### src/sv/sc1a_pkg.sv
// Types, constants and key tables shared by the scancode set 1 translator.
package sc1a_pkg;

  typedef enum logic [1:0] {
    KIND_CHAR   = 2'd0,
    KIND_LED    = 2'd1,
    KIND_REBOOT = 2'd2
  } kind_t;

  typedef enum logic [1:0] {
    PFX_NONE = 2'd0,
    PFX_E0   = 2'd1,
    PFX_E1   = 2'd2
  } prefix_t;

  localparam int unsigned MaxRes = 4;

  typedef struct packed {
    logic [2:0]             cnt;
    kind_t [MaxRes-1:0]     kind;
    logic [MaxRes-1:0][7:0] data;
  } res_t;

  localparam logic [7:0] SC_E0 = 8'he0;
  localparam logic [7:0] SC_E1 = 8'he1;

  localparam logic [6:0] SC_CTRL     = 7'h1d;
  localparam logic [6:0] SC_ALT      = 7'h38;
  localparam logic [6:0] SC_LSHIFT   = 7'h2a;
  localparam logic [6:0] SC_RSHIFT   = 7'h36;
  localparam logic [6:0] SC_CAPS     = 7'h3a;
  localparam logic [6:0] SC_NUM      = 7'h45;
  localparam logic [6:0] SC_SCROLL   = 7'h46;
  localparam logic [6:0] SC_F1       = 7'h3b;
  localparam logic [6:0] SC_F10      = 7'h44;
  localparam logic [6:0] SC_SLASH    = 7'h35;
  localparam logic [6:0] SC_PAD_STAR = 7'h37;
  localparam logic [6:0] SC_PAD_HOME = 7'h47;
  localparam logic [6:0] SC_PAD_DEL  = 7'h53;
  localparam logic [6:0] SC_UNKNOWN  = 7'h54;

  localparam int unsigned LockScroll = 0;
  localparam int unsigned LockNum    = 1;
  localparam int unsigned LockCaps   = 2;

  localparam logic [7:0] CH_ESC   = 8'h1b;
  localparam logic [7:0] CH_LBRK  = 8'h5b;
  localparam logic [7:0] CH_TILDE = 8'h7e;
  localparam logic [7:0] CH_SLASH = 8'h2f;
  localparam logic [7:0] CH_STAR  = 8'h2a;
  localparam logic [7:0] CH_QUEST = 8'h3f;
  localparam logic [7:0] CH_DEL   = 8'h7f;
  localparam logic [7:0] CH_UPA   = 8'h41;
  localparam logic [7:0] CH_UPZ   = 8'h5a;
  localparam logic [7:0] CH_LOA   = 8'h61;
  localparam logic [7:0] CH_LOZ   = 8'h7a;
  localparam logic [7:0] CH_AT    = 8'h40;
  localparam logic [7:0] CH_DEL_FOLD_END = 8'h60;
  localparam logic [7:0] CASE_BIT = 8'h20;
  localparam logic [7:0] CTRL_SUB = 8'h40;
  localparam logic [7:0] META_BIT = 8'h80;

  localparam logic [7:0] KEYMAP_PLAIN [0:63] = '{
    8'h00, 8'h1b, 8'h31, 8'h32, 8'h33, 8'h34, 8'h35, 8'h36,
    8'h37, 8'h38, 8'h39, 8'h30, 8'h2d, 8'h3d, 8'h08, 8'h09,
    8'h71, 8'h77, 8'h65, 8'h72, 8'h74, 8'h79, 8'h75, 8'h69,
    8'h6f, 8'h70, 8'h5b, 8'h5d, 8'h0a, 8'h00, 8'h61, 8'h73,
    8'h64, 8'h66, 8'h67, 8'h68, 8'h6a, 8'h6b, 8'h6c, 8'h3b,
    8'h27, 8'h60, 8'h00, 8'h5c, 8'h7a, 8'h78, 8'h63, 8'h76,
    8'h62, 8'h6e, 8'h6d, 8'h2c, 8'h2e, 8'h2f, 8'h00, 8'h2a,
    8'h00, 8'h20, 8'h00, 8'h00, 8'h00, 8'h00, 8'h00, 8'h00
  };

  localparam logic [7:0] KEYMAP_SHIFT [0:63] = '{
    8'h00, 8'h1b, 8'h21, 8'h40, 8'h23, 8'h24, 8'h25, 8'h5e,
    8'h26, 8'h2a, 8'h28, 8'h29, 8'h5f, 8'h2b, 8'h08, 8'h09,
    8'h51, 8'h57, 8'h45, 8'h52, 8'h54, 8'h59, 8'h55, 8'h49,
    8'h4f, 8'h50, 8'h7b, 8'h7d, 8'h0a, 8'h00, 8'h41, 8'h53,
    8'h44, 8'h46, 8'h47, 8'h48, 8'h4a, 8'h4b, 8'h4c, 8'h3a,
    8'h22, 8'h7e, 8'h00, 8'h7c, 8'h5a, 8'h58, 8'h43, 8'h56,
    8'h42, 8'h4e, 8'h4d, 8'h3c, 8'h3e, 8'h3f, 8'h00, 8'h2a,
    8'h00, 8'h20, 8'h00, 8'h00, 8'h00, 8'h00, 8'h00, 8'h00
  };

  localparam logic [7:0] KEYMAP_ALTGR [0:63] = '{
    8'h00, 8'h00, 8'h00, 8'h40, 8'h00, 8'h24, 8'h00, 8'h00,
    8'h7b, 8'h5b, 8'h5d, 8'h7d, 8'h5c, 8'h00, 8'h00, 8'h00,
    8'h00, 8'h00, 8'h00, 8'h00, 8'h00, 8'h00, 8'h00, 8'h00,
    8'h00, 8'h00, 8'h00, 8'h7e, 8'h0d, 8'h00, 8'h00, 8'h00,
    8'h00, 8'h00, 8'h00, 8'h00, 8'h00, 8'h00, 8'h00, 8'h00,
    8'h00, 8'h00, 8'h00, 8'h00, 8'h00, 8'h00, 8'h00, 8'h00,
    8'h00, 8'h00, 8'h00, 8'h00, 8'h00, 8'h00, 8'h00, 8'h00,
    8'h00, 8'h00, 8'h00, 8'h00, 8'h00, 8'h00, 8'h00, 8'h00
  };

  // bit 7 marks the ESC [ x ~ form
  localparam logic [7:0] PAD_CURSOR [0:15] = '{
    8'h48, 8'h41, 8'hb5, 8'h2d, 8'h44, 8'h35, 8'h43, 8'h2b,
    8'hb4, 8'h42, 8'hb6, 8'hb2, 8'h7f, 8'h00, 8'h00, 8'h00
  };

  localparam logic [7:0] PAD_NUMBER [0:15] = '{
    8'h37, 8'h38, 8'h39, 8'h2d, 8'h34, 8'h35, 8'h36, 8'h2b,
    8'h31, 8'h32, 8'h33, 8'h30, 8'h2e, 8'h00, 8'h00, 8'h00
  };

endpackage

### src/sv/sc1a_xlate.sv
// Modifier, lock and prefix state plus translation of one scancode into results.
module sc1a_xlate
  import sc1a_pkg::*;
(
  input  logic       clk,
  input  logic       rst_n,
  input  logic       step,
  input  logic [7:0] code,
  input  logic [2:0] room,
  output res_t       res
);

  prefix_t    prefix_r, prefix_nxt;
  logic       lctrl_r, lctrl_nxt;
  logic       rctrl_r, rctrl_nxt;
  logic       lshift_r, lshift_nxt;
  logic       rshift_r, rshift_nxt;
  logic       lalt_r, lalt_nxt;
  logic       ralt_r, ralt_nxt;
  logic [2:0] lock_r, lock_nxt;

  logic [6:0] bare;
  logic       press;
  logic       ctl;
  logic       alt;
  logic       shift;
  logic       room_ge1;
  logic       room_ge3;
  logic       room_ge4;
  logic [5:0] map_idx;
  logic [3:0] pad_idx;
  logic [6:0] pad_off;
  logic [7:0] map_ch;
  logic [7:0] ch;
  logic [7:0] cur;
  logic       cursor_mode;

  assign bare     = code[6:0];
  assign press    = ~code[7];
  assign ctl      = lctrl_r | rctrl_r;
  assign alt      = lalt_r | ralt_r;
  assign shift    = lshift_r | rshift_r;
  assign room_ge1 = |room;
  assign room_ge3 = room[2] | (room[1] & room[0]);
  assign room_ge4 = room[2];
  assign map_idx  = bare[5:0];
  assign pad_off  = bare - SC_PAD_HOME;
  assign pad_idx  = pad_off[3:0];
  assign cur      = PAD_CURSOR[pad_idx];
  assign cursor_mode = (prefix_r == PFX_E0) | ~lock_r[LockNum] | shift;

  always_comb begin
    priority if (ralt_r) begin
      map_ch = KEYMAP_ALTGR[map_idx];
    end else if (shift) begin
      map_ch = KEYMAP_SHIFT[map_idx];
    end else begin
      map_ch = KEYMAP_PLAIN[map_idx];
    end
  end

  always_comb begin
    ch = map_ch;
    if (!(shift && !ralt_r) && (lock_r[LockCaps] || ctl) && ch >= CH_LOA && ch <= CH_LOZ) begin
      ch = ch - CASE_BIT;
    end
    if (ctl) begin
      if (ch >= CH_AT && ch < CH_DEL_FOLD_END) begin
        ch = ch - CTRL_SUB;
      end else if (ch == CH_QUEST) begin
        ch = CH_DEL;
      end
    end
    if (lalt_r) begin
      ch = ch | META_BIT;
    end
  end

  always_comb begin
    res        = '0;
    prefix_nxt = PFX_NONE;
    lctrl_nxt  = lctrl_r;
    rctrl_nxt  = rctrl_r;
    lshift_nxt = lshift_r;
    rshift_nxt = rshift_r;
    lalt_nxt   = lalt_r;
    ralt_nxt   = ralt_r;
    lock_nxt   = lock_r;
    priority if (code == SC_E0) begin
      prefix_nxt = PFX_E0;
    end else if (code == SC_E1) begin
      prefix_nxt = PFX_E1;
    end else if (bare == SC_CTRL) begin
      if (prefix_r != PFX_NONE) begin
        rctrl_nxt = press;
      end else begin
        lctrl_nxt = press;
      end
    end else if (bare == SC_ALT) begin
      if (prefix_r != PFX_NONE) begin
        ralt_nxt = press;
      end else begin
        lalt_nxt = press;
      end
    end else if (bare == SC_LSHIFT) begin
      lshift_nxt = press;
    end else if (bare == SC_RSHIFT) begin
      rshift_nxt = press;
    end else if (!press || bare >= SC_UNKNOWN) begin
      res.cnt = 3'd0;
    end else if (bare == SC_CAPS || bare == SC_NUM || bare == SC_SCROLL) begin
      lock_nxt[LockCaps]   = lock_r[LockCaps] ^ (bare == SC_CAPS);
      lock_nxt[LockNum]    = lock_r[LockNum] ^ (bare == SC_NUM);
      lock_nxt[LockScroll] = lock_r[LockScroll] ^ (bare == SC_SCROLL);
      res.cnt     = 3'd1;
      res.kind[0] = KIND_LED;
      res.data[0] = {5'd0, lock_nxt};
    end else if (bare >= SC_F1 && bare <= SC_F10) begin
      if (room_ge4) begin
        res.cnt     = 3'd4;
        res.data[0] = CH_ESC;
        res.data[1] = CH_LBRK;
        res.data[2] = CH_LBRK;
        res.data[3] = {1'b0, bare - SC_F1} + CH_UPA;
      end
    end else if (bare == SC_PAD_STAR || bare >= SC_PAD_HOME) begin
      if (bare == SC_PAD_DEL && ctl && alt) begin
        res.cnt     = 3'd1;
        res.kind[0] = KIND_REBOOT;
      end else if (cursor_mode) begin
        if (bare != SC_PAD_STAR) begin
          if (cur[7]) begin
            if (room_ge4) begin
              res.cnt     = 3'd4;
              res.data[0] = CH_ESC;
              res.data[1] = CH_LBRK;
              res.data[2] = {1'b0, cur[6:0]};
              res.data[3] = CH_TILDE;
            end
          end else if (cur >= CH_UPA && cur <= CH_UPZ) begin
            if (room_ge3) begin
              res.cnt     = 3'd3;
              res.data[0] = CH_ESC;
              res.data[1] = CH_LBRK;
              res.data[2] = cur;
            end
          end else if (room_ge1) begin
            res.cnt     = 3'd1;
            res.data[0] = cur;
          end
        end
      end else if (room_ge1) begin
        res.cnt     = 3'd1;
        res.data[0] = (bare == SC_PAD_STAR) ? CH_STAR : PAD_NUMBER[pad_idx];
      end
    end else if (bare == SC_SLASH && prefix_r == PFX_E0) begin
      if (room_ge1) begin
        res.cnt     = 3'd1;
        res.data[0] = CH_SLASH;
      end
    end else begin
      if (map_ch != 8'h00 && room_ge1) begin
        res.cnt     = 3'd1;
        res.data[0] = ch;
      end
    end
  end

  always_ff @(posedge clk) begin
    if (!rst_n) begin
      prefix_r <= PFX_NONE;
      lctrl_r  <= 1'b0;
      rctrl_r  <= 1'b0;
      lshift_r <= 1'b0;
      rshift_r <= 1'b0;
      lalt_r   <= 1'b0;
      ralt_r   <= 1'b0;
      lock_r   <= 3'd0;
    end else if (step) begin
      prefix_r <= prefix_nxt;
      lctrl_r  <= lctrl_nxt;
      rctrl_r  <= rctrl_nxt;
      lshift_r <= lshift_nxt;
      rshift_r <= rshift_nxt;
      lalt_r   <= lalt_nxt;
      ralt_r   <= ralt_nxt;
      lock_r   <= lock_nxt;
    end
  end

endmodule

### src/sv/sc1a_outbuf.sv
// Result register for up to four results of one item; sends one a cycle unless stalled.
module sc1a_outbuf
  import sc1a_pkg::*;
(
  input  logic       clk,
  input  logic       rst_n,
  input  logic       load,
  input  res_t       res,
  input  logic       out_stall,
  output logic       free,
  output logic       out_valid,
  output kind_t      kind,
  output logic [7:0] data,
  output logic       last
);

  logic                   valid_r, valid_nxt;
  logic [1:0]             idx_r, idx_nxt;
  logic [1:0]             last_r;
  kind_t [MaxRes-1:0]     kind_r;
  logic [MaxRes-1:0][7:0] data_r;
  logic                   xfer;
  logic                   done;
  logic [2:0]             cnt_m1;

  assign xfer      = valid_r & ~out_stall;
  assign done      = xfer & (idx_r == last_r);
  assign free      = ~valid_r | done;
  assign cnt_m1    = res.cnt - 3'd1;
  assign out_valid = valid_r;
  assign kind      = kind_r[idx_r];
  assign data      = data_r[idx_r];
  assign last      = (idx_r == last_r);

  always_comb begin
    valid_nxt = valid_r;
    idx_nxt   = idx_r;
    priority if (load) begin
      valid_nxt = 1'b1;
      idx_nxt   = 2'd0;
    end else if (done) begin
      valid_nxt = 1'b0;
    end else if (xfer) begin
      idx_nxt = idx_r + 2'd1;
    end
  end

  always_ff @(posedge clk) begin
    if (!rst_n) begin
      valid_r <= 1'b0;
      idx_r   <= 2'd0;
    end else begin
      valid_r <= valid_nxt;
      idx_r   <= idx_nxt;
    end
  end

  always_ff @(posedge clk) begin
    if (load) begin
      last_r <= cnt_m1[1:0];
      kind_r <= res.kind;
      data_r <= res.data;
    end
  end

  a_idx_in_range: assert property (@(posedge clk) disable iff (!rst_n)
    valid_r |-> idx_r <= last_r)
    else $error("result index beyond last result");

  a_load_when_free: assert property (@(posedge clk) disable iff (!rst_n)
    load |-> free && res.cnt != 3'd0 && res.cnt <= 3'd4)
    else $error("load into busy buffer or with bad count");

  a_advance: assert property (@(posedge clk) disable iff (!rst_n)
    xfer && !done && !load |=> valid_r && idx_r == $past(idx_r) + 2'd1)
    else $error("result sequence did not advance");

endmodule

### src/sv/scancode_set1_to_ascii.sv
// Top level: input register, translator and result buffer for set-1 scancodes.
//
// Input channel: in_valid/in_stall carry one raw set-1 byte (in_scan_code) and
// the free downstream byte count (in_out_room, 4 or more means 4). An item is
// taken on an edge with in_valid high and in_stall low.
// Result channel: out_valid/out_stall carry out_kind, out_byte and out_last;
// out_last marks the final result of an input byte. An input byte causes zero
// to four results.
// The accepted byte is registered in the input register, translated, and its
// results are loaded into the result buffer, which drives the result channel.
// Throughput: one byte per cycle while bytes cause at most one result and the
// receiver does not stall; a byte with N results holds the result buffer until
// all N have gone, as the port sends one result a cycle unless stalled.
// Reset (rst_n low, synchronous) clears the prefix, all modifier and lock
// flags, and empties the input register and result buffer.
// While the receiver stalls, the current result holds; one further input byte
// is taken into the input register, then in_stall rises.
module scancode_set1_to_ascii
  import sc1a_pkg::*;
(
  input  logic       clk,
  input  logic       rst_n,
  input  logic       in_valid,
  output logic       in_stall,
  input  logic [7:0] in_scan_code,
  input  logic [2:0] in_out_room,
  output logic       out_valid,
  input  logic       out_stall,
  output logic [1:0] out_kind,
  output logic [7:0] out_byte,
  output logic       out_last
);

  logic       a_valid_r, a_valid_nxt;
  logic [7:0] a_code_r;
  logic [2:0] a_room_r;
  logic       a_move;
  logic       in_xfer;
  logic       buf_free;
  res_t       res;
  kind_t      kind;

  assign a_move   = a_valid_r & buf_free;
  assign in_stall = a_valid_r & ~a_move;
  assign in_xfer  = in_valid & ~in_stall;
  assign out_kind = kind;

  always_comb begin
    priority if (in_xfer) begin
      a_valid_nxt = 1'b1;
    end else if (a_move) begin
      a_valid_nxt = 1'b0;
    end else begin
      a_valid_nxt = a_valid_r;
    end
  end

  always_ff @(posedge clk) begin
    if (!rst_n) begin
      a_valid_r <= 1'b0;
    end else begin
      a_valid_r <= a_valid_nxt;
    end
  end

  always_ff @(posedge clk) begin
    if (in_xfer) begin
      a_code_r <= in_scan_code;
      a_room_r <= in_out_room;
    end
  end

  sc1a_xlate u_xlate (
    .clk   (clk),
    .rst_n (rst_n),
    .step  (a_move),
    .code  (a_code_r),
    .room  (a_room_r),
    .res   (res)
  );

  sc1a_outbuf u_outbuf (
    .clk       (clk),
    .rst_n     (rst_n),
    .load      (a_move && res.cnt != 3'd0),
    .res       (res),
    .out_stall (out_stall),
    .free      (buf_free),
    .out_valid (out_valid),
    .kind      (kind),
    .data      (out_byte),
    .last      (out_last)
  );

endmodule

### config.mk
export PLATFORM = sky130hd
export DESIGN_NAME = scancode_set1_to_ascii
export DESIGN_NICKNAME = d
export VERILOG_FILES = /design/src/sv/sc1a_pkg.sv /design/src/sv/sc1a_xlate.sv /design/src/sv/sc1a_outbuf.sv /design/src/sv/scancode_set1_to_ascii.sv
export SDC_FILE = /design/constraint.sdc
export NUM_CORES = 1
export LEC_CHECK = 0
export BUFFER_PORTS_ARGS = -buffer_cell sky130_fd_sc_hd__buf_4
export CAP_MARGIN = 20
export CORE_AREA = 4 4 105 147
export CTS_BUF_LIST = sky130_fd_sc_hd__clkbuf_4 sky130_fd_sc_hd__clkbuf_8
export DETAILED_ROUTE_END_ITERATION = 7
export DIE_AREA = 0 0 109 151
export SLEW_MARGIN = 20
export SYNTH_ARGS = -nofsm -noshare
export SYNTH_HDL_FRONTEND = slang
export SYNTH_HIERARCHICAL = 1
export SYNTH_SLANG_ARGS = --single-unit
### constraint.sdc
create_clock -name clk -period 13.1 [get_ports clk]
set_input_delay 2.62 -clock clk [delete_from_list [all_inputs] [get_ports clk]]
set_output_delay 2.62 -clock clk [all_outputs]
set_load 0.05 [all_outputs]
==> results of run 1 <==
-- power by group through the flow --
| stage | registers, uW | logic [uW] | clock network, uW |
|---|---|---|---|
| detailed placement | 254 | 152 | 0 |
| finish | 249 | 156 | 181 |
| floorplan | 250 | 117 | 0 |
| global placement | 253 | 151 | 0 |
| global route | 250 | 168 | 194 |
| CTS | 249 | 152 | 186 |
-- worst max path at each step --
| stage | startpoint | slack [ns] | end | depth (start not counted) |
|---|---|---|---|---|
| floorplan | out_stall | 7.24 | in_stall | 2 |
| global placement | out_stall | 7.11 | in_stall | 4 |
| detailed placement | a_code_r[0] | 6.88 | u_outbuf/idx_r[0] | 13 |
| CTS | a_code_r[0] | 6.86 | u_outbuf/idx_r[0] | 13 |
| global route | a_code_r[0] | 6.25 | u_outbuf/idx_r[0] | 13 |
| finish | a_code_r[0] | 6.73 | u_outbuf/idx_r[0] | 13 |
-- metal layers --
| metal | share of wire | wire, microns | global-route usage |
|---|---|---|---|
| met1 | 0.39 | 7420 | 0.275 |
| met2 | 0.51 | 9620 | 0.408 |
| met3 | 0.047 | 887 | 0.0239 |
| met4 | 0.047 | 890 | 0.114 |
| met5 | 0 | 0 | 0 |
-- logic make-up after synthesis --
logic type,Yosys count,share of synthesized area
flip-flops,68,0.315
other,1,0.000625
adder cells (fa/ha/maj),24,0.0501
XOR/XNOR,16,0.0246
AO/OA/AOI/OAI,208,0.249
multiplexers,26,0.0751
buffers and inverters,84,0.0676
AND/OR/NAND/NOR,251,0.218
-- registers in the layout, summed over array words and instances, names as in the netlist --
name / count
a_code_r: 8
a_room_r: 3
a_valid_r: 1
u_outbuf/data_r: 32
u_outbuf/idx_r: 2
u_outbuf/kind_r: 8
u_outbuf/last_r: 2
u_outbuf/out_valid: 1
u_xlate/lalt_r: 1
u_xlate/lctrl_r: 1
u_xlate/lock_r: 3
u_xlate/lshift_r: 1
u_xlate/prefix_r: 2
u_xlate/ralt_r: 1
u_xlate/rctrl_r: 1
u_xlate/rshift_r: 1
-- metrics by stage --
stage          worst slack (ns)  cell area [sq um]  power (uW)
2_1_floorplan              7.24               6030         367
3_3_place_gp               7.11               6200         405
3_5_place_dp               6.88               6200         406
4_1_cts                    6.86               6400         588
5_1_grt                    6.25               6400         612
6_report                   6.73               6400         586
-- cells in the final DEF (no fill, tap or decap), types with 6 or more instances in the layout --
cell type and instances:
mux4_1 10, nand2b_1 20, inv_1 22, or3_1 10
o21a_1 6, nand3_1 20, nor2_1 55, buf_4 32
a211oi_1 7, ha_1 24, conb_1 10, and2_1 6
nand2_1 44, xnor2_1 10, nor3_1 29, clkbuf_8 9
mux2i_1 9, edfxtp_1 53, o211ai_1 9, o211a_1 8
and3_1 13, nor2b_1 17, a31oi_1 10, o21ai_0 36
nor4_1 10, a21oi_1 41, a21boi_0 6, dfxtp_1 15
-- worst register-to-register path, delay by kind of cell (launching register included) --
family / cells / cell delay (ns)
AND/OR/NAND/NOR: 5 / 1.74
adder cells (fa/ha/maj): 2 / 1.58
flip-flops: 1 / 0.85
AO/OA/AOI/OAI: 3 / 1.35
multiplexers: 1 / 0.08
buffers and inverters: 2 / 0.66
-- layout make-up --
type	count	area [sq um]
multi-input combinational	535	3740
inverter	25	93.8
clock buffer	9	124
sequential	68	1890
tap	189	236
fill	1389	7850
timing repair buffer	32	240
clock inverter	7	80.1
==> flow_summary.yaml, run 1 <==
sta:
  finClkSkew_ns: 0.0112
  fin_crit_sh: 0.487
  slew_violations: 0
  fin_tns_setup_ns: 0
  fin_hold_ws_ns: 0.516
  max-slew-margin-rel: 0.319
  period_minus_slack_ns: 6.37
  tightest_slew_ns: 1.02
  setup_violations: 0
  grt_setup_unrepaired: "no"
  fmax_mhz: 157
  hold_viol_final: 0
logic_synthesis:
  synth_edf_count: 53
  ys_top_cells_by_count: "nor2_1 (55), edfxtp_1 (53), nand2_1 (44)"
  syn_area_sq_um: 6000
  synth_top_area_cell: "edfxtp_1"
  ys_types: 85
  ys_ff_latch: 68
  synth.area.top_cells: "edfxtp_1 (27%), dfxtp_1 (5.0%), ha_1 (5.0%), mux4_1 (4.4%), nor2_1 (3.4%)"
  yosysWarnings: 6
  yosysTopAreaCellShare: 0.265
  synth-seq-area-share: 0.315
  ys_async_sr_fraction: 0
  synth.most_common_cell: "nor2_1"
  syn-instance-count: 678
  ys.flop_type: "edfxtp_1"
  postSynthAreaPerCell_sq_um: 8.85
setup_path:
  critPathBufInv: 2
  crit_arrival_ns: 6.61
  crit_required_ns: 13.34
  worstSetupEndpointType: "flop"
  cpPeakStageDelay_ns: 0.92
  r2r-start: "a_code_r[0]"
  path_class: "reg2reg"
  reg2reg_to: "u_outbuf/idx_r[0]"
  path_max_fanout: 45
  path_delay_family: "simple AND/OR/NAND/NOR gates"
  critical_path.startpoint_type: "flop"
  regToRegSetupSlack_ns: 6.73
  cp_common_cell: "ha_1"
  worstRegToRegCells: 13
  path_cells: "ha_1 > inv_1 > ha_1 > clkinv_1 > a21oi_1 > o21ai_0 > and3_1 > or2_2 > nor4b_1 > o31a_2 > nor2b_1 > nand2_1 > mux2i_1"
  crit_slowest_cell: "o31a_2"
power_and_ir_drop:
  internal_power_uw: 388
  leakage_uw: 0.00231
  p_clk_frac: 0.309
  peakVddDrop_mv: 0.0424
  powerDensity_nw_per_um2: 91.5
  pwr-share-comb: 0.266
  seqPwrFrac: 0.425
  p_sw_uw: 198
  sw_frac_of_total: 0.338
final_layout:
  drive_above_1_share: 0.118
  utilization: 0.449
  syn2layout_area_growth_pct: 6.74
  diodes: 0
  nets: 710
  final_cells: 865
drt:
  firstDrtPassIters: 5
  ant_nets: 0
  wl_microns: 18800
  post_drt_wl_per_cell_microns: 21.8
  drc: 0
  drt_iter0_drc: 477
  via_count: 5445
  vias_per_cell: 6.29
global_routing:
  grt_pass1_vias: 5159
  grt_max_degree: 71
  antenna_found_initial: 0
  grt_overflow: 0
  grtUsageTotal: 0.231
  grt_pass1_wl_microns: 29100
placement:
  portBuffers: 27
  dp_hpwl_microns: 13800
  place_congestion: 0.971
  dp_cells: 849
cts:
  clock-sinks: 68
  path_clk_slew_ns: 0.08
  cts_resized: 0
  cts_hold_buf: 0
  root_buffer: "clkbuf_8"
  clk_path_buf_depth: 2
  cts_tree: "yes"
  post-cts-setup-buffers: 0
  cts-buffers-inserted: 9
  clock_latency_ns: 0.36
  htreeDepth: 3
hold_path:
  min_path_type: "reg2reg"
  hold_end: "u_xlate/lock_r[0]"
  min_from: "u_xlate/lock_r[0]"
  holdPathStages: 2
status:
  status: "finished, final reports clean"
floorplan:
  row_count: 52
  die_w_microns: 109
  fp.dieArea_sq_um: 16500
  start_util: 0.421
  core_area_sq_um: 14200
  die_h_microns: 151
  num_io_pins: 28
flow_run:
  cap_violations: 0
Note: power is estimated with default switching activity, not from simulation.
==> run 2: changes to the inputs <==
==> constraint.sdc (replaced) <==
create_clock -name clk -period 5.8 [get_ports clk]
set_input_delay 1.16 -clock clk [delete_from_list [all_inputs] [get_ports clk]]
set_output_delay 1.16 -clock clk [all_outputs]
set_load 0.05 [all_outputs]
==> run 2 against run 1 <==
Effect of this change:
- first-iteration DRC count is 4.4% lower
- utilization is 0.55 points higher
- count of clock-buffer cells in the layout stayed put
- register-to-register slack worse by 6.2 ns
- hold slack better by 0.011 ns
- clock power is 150% higher
- die area stayed put
- non-clock buffer count is 8 higher
==> flow_summary.yaml, run 2 (synthesis gave the netlist of run 1 again) <==
status:
  status: "finished, final reports clean"
drt:
  ant_nets: 0
  drc: 0
  wl_microns: 19600
  firstDrtPassIters: 5
  drt_iter0_drc: 456
  via_count: 5552
  post_drt_wl_per_cell_microns: 22.5
  vias_per_cell: 6.36
placement:
  dp_hpwl_microns: 14700
  place_congestion: 0.988
  portBuffers: 27
  pre_cts_ws_ns: 0.687
cts:
  cts_resized: 0
  clock_latency_ns: 0.36
  cts-buffers-inserted: 9
  root_buffer: "clkbuf_8"
  cts_tree: "yes"
  clk_path_buf_depth: 2
  post-cts-setup-buffers: 0
  path_clk_slew_ns: 0.09
  cts_hold_buf: 0
  clock-sinks: 68
  htreeDepth: 3
final_layout:
  drive_above_1_share: 0.129
  diodes: 0
  top_register: "u_outbuf/data_r"
  nets: 718
  final_cell_mix: "nor2_1 (55), edfxtp_1 (53), nand2_1 (44), a21oi_1 (41), buf_4 (40)"
  largestRegisters: "u_outbuf/data_r: 32 flops, a_code_r: 8 flops, u_outbuf/kind_r: 8 flops"
  largest_reg_flops: 32
  syn2layout_area_growth_pct: 8.05
  final_common_cell: "nor2_1"
setup_path:
  critical_path.startpoint_type: "flop"
  path_cells: "inv_1 > ha_1 > nor2b_1 > o311ai_0 > o31ai_1 > a32oi_1 > o211ai_1 > nor4_1 > o21ai_0 > o311ai_0 > a31oi_1 > o31a_2 > nor2b_1 > nand2_1 > mux2i_1"
  path_class: "reg2reg"
  crit_arrival_ns: 5.58
  worstRegToRegCells: 15
  crit_slowest_cell: "edfxtp_1"
  cpPeakStageDelay_ns: 0.78
  worstSetupEndpointType: "flop"
  crit_required_ns: 6.08
  path_max_fanout: 20
sta:
  grt_setup_unrepaired: "no"
  finClkSkew_ns: 0.0145
  worst_slack_ns: 0.501
  period_minus_slack_ns: 5.30
  tightest_slew_ns: 0.967
  max-slew-margin-rel: 0.356
  hold_viol_final: 0
  setup_violations: 0
  fin_hold_ws_ns: 0.527
  slew_violations: 0
  fmax_mhz: 189
  fin_crit_sh: 0.914
  fin_tns_setup_ns: 0
global_routing:
  antenna_found_initial: 0
  grt_max_degree: 62
  grtUsageTotal: 0.244
  grt_pass1_wl_microns: 30600
  grt_overflow: 0
  grt_pass1_vias: 5561
power_and_ir_drop:
  internal_power_uw: 919
  p_clk_frac: 0.327
  p_sw_uw: 451
  design_power_total_uw: 1370
  seqPwrFrac: 0.413
  powerDensity_nw_per_um2: 211
  peakVddDrop_mv: 0.110
  sw_frac_of_total: 0.329
  leakage_uw: 0.00237
  pwr-share-comb: 0.261
hold_path:
  min_path_type: "reg2reg"
  holdPathStages: 2
floorplan:
  core_area_sq_um: 14200
  num_io_pins: 28
  die_w_microns: 109
  start_util: 0.421
  fp.dieArea_sq_um: 16500
  die_h_microns: 151
  row_count: 52
flow_run:
  cap_violations: 0
## run 2: changes by cell type in the layout (fill, tap and decap cells not counted)
| cell | delta |
|---|---|
| buf_4 | +8 |
| inv_6 | -2 |
| bufinv_16 | +1 |
| clkinv_2 | +1 |
| clkinv_4 | +1 |
| clkinvlp_4 | -1 |
## run 2: power by group through the flow
stage | combinational, uW | clock (uW) | sequential [uW]
2_1_floorplan | 265 | 0 | 564
3_3_place_gp | 347 | 0 | 576
3_5_place_dp | 345 | 0 | 577
4_1_cts | 347 | 463 | 566
5_1_grt | 383 | 480 | 569
6_report | 357 | 448 | 566
## run 2: worst paths after layout
kind	start	to	slack, ns
min	u_xlate/lock_r[0]	u_xlate/lock_r[0]	0.53
max reg2reg	a_code_r[1]	u_outbuf/idx_r[1]	0.50
max	a_code_r[1]	u_outbuf/idx_r[1]	0.50
min reg2reg	u_xlate/lock_r[0]	u_xlate/lock_r[0]	0.53
## run 2: worst max-delay path, delay by kind of cell (launching register included)
family | cells | cell delay (ns)
buf+inv | 1 | 0.35
compound gates | 8 | 2.35
flops | 1 | 0.78
mux | 1 | 0.19
simple gates | 4 | 0.85
fa+ha+maj | 1 | 0.69
## run 2: metrics by stage
step	instance area [sq um]	cells	utilization
2_1_floorplan	6030	687	-
3_3_place_gp	6260	857	0.439
3_5_place_dp	6260	857	0.439
4_1_cts	6480	873	0.455
5_1_grt	6480	873	0.455
6_report	6480	873	0.455
## run 2: metal layers
layer | GRT usage | share of wire
met1 | 0.272 | 0.38
met2 | 0.413 | 0.49
met3 | 0.0375 | 0.054
met4 | 0.181 | 0.083
met5 | 0 | 0
## run 2: final cells by class
| class | count | area (sq um) |
|---|---|---|
| flip-flops and latches | 68 | 1890 |
| inverters | 25 | 93.8 |
| clock buffers | 9 | 124 |
| clock inverters | 7 | 98.8 |
| fillers | 1412 | 7770 |
| multi-input cells | 535 | 3740 |
| repair buffers | 40 | 300 |
| well taps | 189 | 236 |
